===== src/rtl/core/obst_ram.sv =====
module obst_ram #(
  parameter int WIDTH = 8,
  parameter int DEPTH = 32
) (
  input  logic                     clk,
  input  logic                     we,
  input  logic [$clog2(DEPTH)-1:0] waddr,
  input  logic [WIDTH-1:0]         wdata,
  input  logic [$clog2(DEPTH)-1:0] raddr,
  output logic [WIDTH-1:0]         rdata
);

  logic [WIDTH-1:0] mem [DEPTH];

  // single write port, registered read
  always_ff @(posedge clk) begin
    if (we) begin
      mem[waddr] <= wdata;
    end
    rdata <= mem[raddr];
  end

endmodule


===== config.mk =====
export PLATFORM = sky130hd
export DESIGN_NAME = obst_ram
export DESIGN_NICKNAME = d
export VERILOG_FILES = /design/src/rtl/core/obst_ram.sv
export SDC_FILE = /design/constraint.sdc
export NUM_CORES = 1
export LEC_CHECK = 0
export BUFFER_PORTS_ARGS = -buffer_cell sky130_fd_sc_hd__buf_2
export CAP_MARGIN = 10
export CORE_ASPECT_RATIO = 0.5
export CORE_MARGIN = 5
export CORE_UTILIZATION = 55
export DETAILED_ROUTE_END_ITERATION = 6
export GPL_TIMING_DRIVEN = 0
export PLACE_DENSITY = 0.74
export SLEW_MARGIN = 5
export SYNTH_ARGS = -nofsm -noshare
export SYNTH_HDL_FRONTEND = slang
export SYNTH_SLANG_ARGS = --single-unit

===== constraint.sdc =====
create_clock -name clk -period 2.2 [get_ports clk]
set_input_delay 0.33 -clock clk [delete_from_list [all_inputs] [get_ports clk]]
set_output_delay 0.33 -clock clk [all_outputs]
set_load 0.005 [all_outputs]

==> impl_results.md <==
- Outcome: finished, final reports clean
- Std-Cell Rows: 34
- Top library cells by usage in the layout, fill and taps aside: sky130_fd_sc_hd__edfxtp_1 (256), sky130_fd_sc_hd__mux4_2 (80), sky130_fd_sc_hd__nor2_1 (33)
- Power density relative to cell area: 883.7 nW/um^2
- Proportion of power drawn by flip-flops and latches: 56.8%
- CTS H-Tree Depth: 1
- Post-synthesis instance area: 10050 um^2
- FF+latch count, synth: 264
- Pint: 7.910 mW
- Hold/Removal Path Class: primary input to register
- Fraction of power consumed by the clock network: 37.9%
- Type of destination of the critical path: register
- DR vias/cell: 6.158
- Kind of launch point of the worst setup path: primary input
- Final std cells w/o fill: 713
- Commonest non-fill, non-tap cell in the layout: sky130_fd_sc_hd__edfxtp_1
- Part of the total power dissipated in combinational logic: 5.3%
- WL final: 19110 um
- Area of the core region: 17650 um^2
- Minimum clock period: 1893 ps
- Number of buffers on the longest clock path: 3
- Number of gates resized after CTS: 6
- Final instance area: 11160 um^2
- Count of antenna diodes in the layout: 0
- Placed instance count: 673
- Setup Viol. Count Final: 0
- Switching share of total power: 19.80%
- Fin nets: 483
- Max VDD drop: 0.0004681 V
- Antenna viol nets, final: 0
- Insertion delay to the later sink of the worst-skew pair: 500 ps
- Routability-driven placement congestion ratio: 0.8204
- Number of max-slew violations in the final report: 0
- Antenna violations before repair: 1
- Avg Synthesized Cell Area: 24.11 um^2
- HPWL after detailed placement: 12480 um
- Full die area: 21250 um^2
- Arrival @ worst endpoint: 2260 ps
- Overall die width: 201.2 um
- Worst Clk Skew: 14.44 ps
- Total congestion overflow: 0
- Number of search-and-repair iterations in the first detailed-routing pass: 5
- Clk Tree Root Cell: sky130_fd_sc_hd__clkbuf_16
- Final hold violation count: 0
- FMAX: 528.2 MHz
- Area Growth Syn to Fin: 11.01%
- TritonCTS clock tree: done
- Share of the yosys chip area belonging to registers: 78.06%
- Standard cell area after detailed placement: 10460 um^2
- Average wire per cell in the routed design: 26.81 um
- Fraction of layout cells with a size suffix above 1: 33.40%
- Largest fanout on the critical path: 10
- Required time reported for the critical path endpoint: 2570 ps
- Class of the most critical setup path: primary input to register
- Synthesized instance count: 417
- Clock-pin transition on the worst setup and hold timing paths: 60 ps
- Worst slew margin relative to its limit: 42.10%
- NetSw: 1.953 mW
- Initial DRC Count: 424
- Unrepaired setup endpoints after global routing: false
- Worst r2r path cells: 3
- Distinct cell type count of the synthesized netlist: 15
- Via count of the first global-routing pass: 4511
- Via count: 4391
- Number of violations of the max-capacitance limit: 0
- Die span in y: 105.6 um
- Mapped Nets: 437
- Reg-to-reg setup timing slack: 310 ps
- Residual DRC: 0
- Starting density of the core: 56.95%
- Number of sinks on the clock net: 264
- Largest net degree at the start of global routing: 33
- Number of buffers added by the clock tree synthesis step: 22
- Wire length of the first global-routing pass: 28870 um
- Final Cycle Share: 86.05%
- Total global-route track usage: 18.55%
- Number of instances on the worst hold path: 1
- Transition time at the pin with the least slew margin: 865.3 ps
- Number of input and output port buffers inserted: 22
- Post-CTS setup repair buffer count: 0
- Leak pwr: 3.470 nW
- Warnings from Yosys: 0
- Ports: 28
- Count of hold-fix buffers inserted at cts: 0
worst max-delay path, stage by stage:
cell	delay, ps
sky130_fd_sc_hd__clkbuf_2	260
sky130_fd_sc_hd__clkbuf_2	410
sky130_fd_sc_hd__mux4_2	420
sky130_fd_sc_hd__mux4_2	530
sky130_fd_sc_hd__mux2_2	310
cell usage after synthesis, drive strengths merged:
cell type / number / area (um^2)
buf: 14 / 83.82
clkbuf: 6 / 22.52
or3: 1 / 6.260
dfxtp: 8 / 160.2
nand2: 1 / 3.750
edfxtp: 256 / 7687
mux2: 8 / 90.09
or3b: 3 / 26.28
mux4: 80 / 1802
nor2: 33 / 123.9
nand3b: 5 / 37.54
nand3: 2 / 10.01
sequential cells by signal, summed over array words and instances (netlist names):
signal	count
rdata	8
mem	256
logic make-up (layout without fill, tap and decap cells):
group	count (synthesis)	count (layout)	synth area share (%)
muxes	88	88	18.82
buffers and inverters	20	82	1.058
DFF	264	264	78.06
and+or+nand+nor	45	45	2.066
stage by stage:
step	total power [mW]	util, %	TNS, ps	setup slack, ps	hold slack (ps)
6_report	9.863	63.22	0	306.9	366.0
5_1_grt	10.19	63.22	0	229.6	376.7
4_1_cts	9.903	63.21	0	40.42	373.2
3_5_place_dp	6.243	59.23	-7664	-726.8	707.5
3_3_place_gp	6.231	59.23	-6331	-719.8	713.0
2_1_floorplan	6.013	-	0	67.62	428.9
per-layer routing:
layer / share of wire [%] / up-vias / track usage [%]
met1: 42 / 2317 / 27.31
met5: 0.068 / - / 0
li1: - / 1872 / -
met4: 1.6 / 2 / 3.460
met2: 48 / 169 / 29.66
met3: 7.7 / 31 / 4.112
cell type report:
cell class | count | area (um^2)
plain buffers | 20 | 115.1
repair buffers | 22 | 110.1
flip-flops and latches | 264 | 7848
fillers | 1146 | 6494
clock inverters | 12 | 81.33
multi-input cells | 133 | 2100
clock buffers | 28 | 614.3
well taps | 234 | 292.8
worst paths after layout:
path                endpoint        from
setup / recovery    rdata[0]    raddr[2]
hold reg to reg     rdata[2]   mem[5][2]
hold / removal    mem[25][6]    wdata[6]
setup reg to reg    rdata[0]  mem[31][0]
power groups by stage:
stage               Sequential (mW)  Combinational, mW  Clock, mW
finish                         5.61              0.524       3.73
CTS                            5.61              0.529       3.77
global route                   5.61              0.561       4.02
global placement               5.71              0.519          0
floorplan                      5.71              0.298          0
detailed placement             5.72              0.527          0
Power figures use the tool's default switching activity.
