### src/rtl/core/obst_pkg.sv
package obst_pkg;

  localparam int MAX_KEYS    = 32;
  localparam int WEIGHT_BITS = 16;
  localparam int KEY_W       = $clog2(MAX_KEYS);
  localparam int CNT_W       = KEY_W + 1;
  localparam int ADDR_W      = 2 * KEY_W;
  localparam int COST_W      = 26;
  localparam int SUM_W       = COST_W + 1;

  typedef struct packed {
    logic [15:0] weight;
    logic        last_key;
  } req_t;

  typedef struct packed {
    logic [25:0] min_cost;
    logic [5:0]  key_count;
    logic        overflowed;
  } res_t;

  typedef enum logic [2:0] {
    ST_LOAD,
    ST_CELL,
    ST_STEP,
    ST_DRAIN,
    ST_FINAL
  } state_t;

  typedef struct packed {
    logic shift;
    logic append;
  } chain_ctl_t;

endpackage

### src/rtl/core/obst_cell.sv
module obst_cell
  import obst_pkg::*;
(
  input  logic              clk,
  input  chain_ctl_t        ctl,
  input  logic              rot_sel,
  input  logic              app_sel,
  input  logic [COST_W-1:0] head,
  input  logic [COST_W-1:0] nbr,
  input  logic [COST_W-1:0] ins,
  output logic [COST_W-1:0] val
);

  // shift towards the head, the tail cell takes the recirculated head
  always_ff @(posedge clk) begin
    if (ctl.shift) begin
      val <= rot_sel ? head : nbr;
    end else if (ctl.append && app_sel) begin
      val <= ins;
    end
  end

endmodule
### config.mk
export PLATFORM = sky130hd
export DESIGN_NAME = obst_cell
export DESIGN_NICKNAME = d
export VERILOG_FILES = /design/src/rtl/core/obst_pkg.sv /design/src/rtl/core/obst_cell.sv
export SDC_FILE = /design/constraint.sdc
export NUM_CORES = 1
export LEC_CHECK = 0
export ABC_AREA = 1
export BUFFER_PORTS_ARGS = -buffer_cell sky130_fd_sc_hd__buf_2
export CAP_MARGIN = 20
export CORE_UTILIZATION = 45
export CTS_CLUSTER_DIAMETER = 50
export DETAILED_ROUTE_END_ITERATION = 10
export PLACE_DENSITY = 0.92
export SLEW_MARGIN = 20
export SYNTH_ARGS = -nofsm -noshare
export SYNTH_HDL_FRONTEND = slang
export SYNTH_SLANG_ARGS = --single-unit
### constraint.sdc
create_clock -name clk -period 3.4 [get_ports clk]
set_clock_uncertainty 0.05 [all_clocks]
set_input_delay 0.68 -clock clk [delete_from_list [all_inputs] [get_ports clk]]
set_output_delay 0.68 -clock clk [all_outputs]
set_load 0.05 [all_outputs]
==> results.json <==
{
  "ir_drop_mv": 0.2129,
  "rsz0062_at_grt": "no",
  "critPathSlowestCell": "buf_2",
  "die_y_um": 61.61,
  "drt-initial-drc-count": 73,
  "wire_per_inst_um": 9.565,
  "path_buf_inv": 3,
  "worst_ep_arrival_time_ns": 1.70,
  "fin_crit_sh_pct": 51.81,
  "vias": 1615,
  "io_buffers": 108,
  "drive_above_1_share_pct": 35.19,
  "postLayoutCoreUtil_pct": 63.84,
  "core_sq_mm": 0.003363,
  "reg_top3": "val (26)",
  "start_util_pct": 47.54,
  "crit_end": "val[12]",
  "max-slew-margin-rel_pct": 64.80,
  "cts.sinks": 26,
  "synth_seq_area_share_pct": 48.83,
  "fmax_ghz": 0.5676,
  "synth_common_cells": "nand2_1, inv_1, edfxtp_1, nand3_1",
  "crit_start": "ctl[1]",
  "grt_max_degree": 28,
  "postSynthCellCount": 222,
  "firstDrtPassIters": 4,
  "synth_edf_count": 26,
  "hold_viol": 0,
  "nNetsFinal": 409,
  "yosys.area.top_type_share_pct": 48.83,
  "yosysWarnings": 0,
  "worst_pin_slew_ns": 0.5280,
  "drt_wl_total_mm": 3.539,
  "synth_ff_type": "edfxtp_1",
  "regMostFlops": "val",
  "grt_overflow": 0,
  "cts_tree": "yes",
  "antenna_found_initial": 0,
  "synthToLayoutAreaGrowth_pct": 34.27,
  "cts_resized": 0,
  "synth.distinct_cells": 9,
  "crit_fanout": 27,
  "diodes": 0,
  "synthesis.area_sq_mm": 0.001599,
  "leakage_nw": 1.331,
  "dpl.hpwl_mm": 2.796,
  "tns_ns": 0,
  "clock-root-buffer": "clkbuf_4",
  "grtUsageTotal_pct": 19.55,
  "yosys.area.top_type": "edfxtp_1",
  "crit_chain": "buf_2, inv_6, nand2_1, buf_4",
  "cp_top_family": "buffers and inverters",
  "p_per_area_mw_per_mm2": 384.5,
  "hold_class": "in -> reg",
  "cp.depth": 4,
  "hold_buffers": 0,
  "grt_pass1_wl_mm": 5.457,
  "htreeDepth": 1,
  "required_ns": 3.34,
  "die_w_um": 61.61,
  "dieArea_sq_mm": 0.003796,
  "yosys_register_bits": 26,
  "hold_slack_ns": 0.5828,
  "drc": 0,
  "period_minus_slack_ns": 1.762,
  "clk_pin_slew_ns": 0.12,
  "cap_viol_max_count": 0,
  "ant_nets": 0,
  "power_uw": 825.6,
  "synthTopCellsByArea": "edfxtp_1, nand2_1, inv_1, nand3_1, buf_6",
  "synthArstFlopShare_pct": 0,
  "via_per_inst": 4.365,
  "critical_path_class": "in -> reg",
  "synth_fp_nets": 305,
  "place.gp.congestion": 0.6988,
  "postCtsSetupBuffers": 0,
  "endpoint_kind": "flip-flop",
  "io_pins": 109,
  "setup_violations": 0,
  "cts_max_path_buffers": 2,
  "max_stage_delay_ns": 0.43,
  "slew_viol_final": 0,
  "core.rowCount": 21,
  "status": "finished, final reports clean",
  "numCtsBuffers": 3,
  "synth.avg_cell_area_sq_um": 7.203,
  "largest_reg_flops": 26,
  "grt_pass1_vias": 1404,
  "startpoint_type": "input port",
  "yosysMostFrequentCell": "nand2_1"
}
==> final cells by class <==
type,count,area (sq um)
fill,310,1216
timing repair buffer,109,548.0
tap,46,57.56
inverter,54,210.2
clock buffer,3,22.52
sequential,26,780.7
multi-input combinational,132,528.0
==> how the worst min path moves through the flow <==
stage | from | to | slack, ns | depth (start not counted)
floorplan | ins[0] | val[0] | 0.82 | 2
global placement | ins[13] | val[13] | 0.90 | 3
detailed placement | ins[0] | val[0] | 0.90 | 3
CTS | ins[0] | val[0] | 0.57 | 3
global route | ins[21] | val[21] | 0.57 | 3
finish | ins[4] | val[4] | 0.58 | 3
==> power by group <==
group / switching [mW] / internal (mW)
sequential: 0.00963 / 0.398
clock: 0.0765 / 0.0414
combinational: 0.216 / 0.0841
==> logic make-up after synthesis <==
group	count (synthesis)	synth area share, %
buffers and inverters	64	18.15
DFF	26	48.83
and+or+nand+nor	132	33.02
==> worst min-delay path, stage by stage <==
cell and delay [ns]:
buf_2 0.07, nand2_1 0.04, nand2_1 0.05
==> placed cells by master (no fill, tap or decap) <==
cell / instances
buf_2: 108
inv_4: 1
nand2_1: 106
buf_4: 1
nand3_1: 26
clkbuf_4: 3
inv_6: 1
edfxtp_1: 26
inv_1: 52
==> metal layers <==
layer	track usage, %	share of wire [%]	up-vias
li1	-	-	862
met1	20.56	38	694
met2	38.40	56	55
met3	4.412	5.2	4
met4	5.397	0.96	0
met5	0	0	-
==> through the flow <==
stage | cells | setup slack [ns] | area (sq um)
after floorplan | 222 | 1.390 | 1599
after global routing | 370 | 1.538 | 2147
after detailed placement | 367 | 1.302 | 2125
final | 370 | 1.638 | 2147
after CTS | 370 | 1.640 | 2147
after global placement | 367 | 1.327 | 2125
Note: power is estimated with default switching activity, not from simulation.
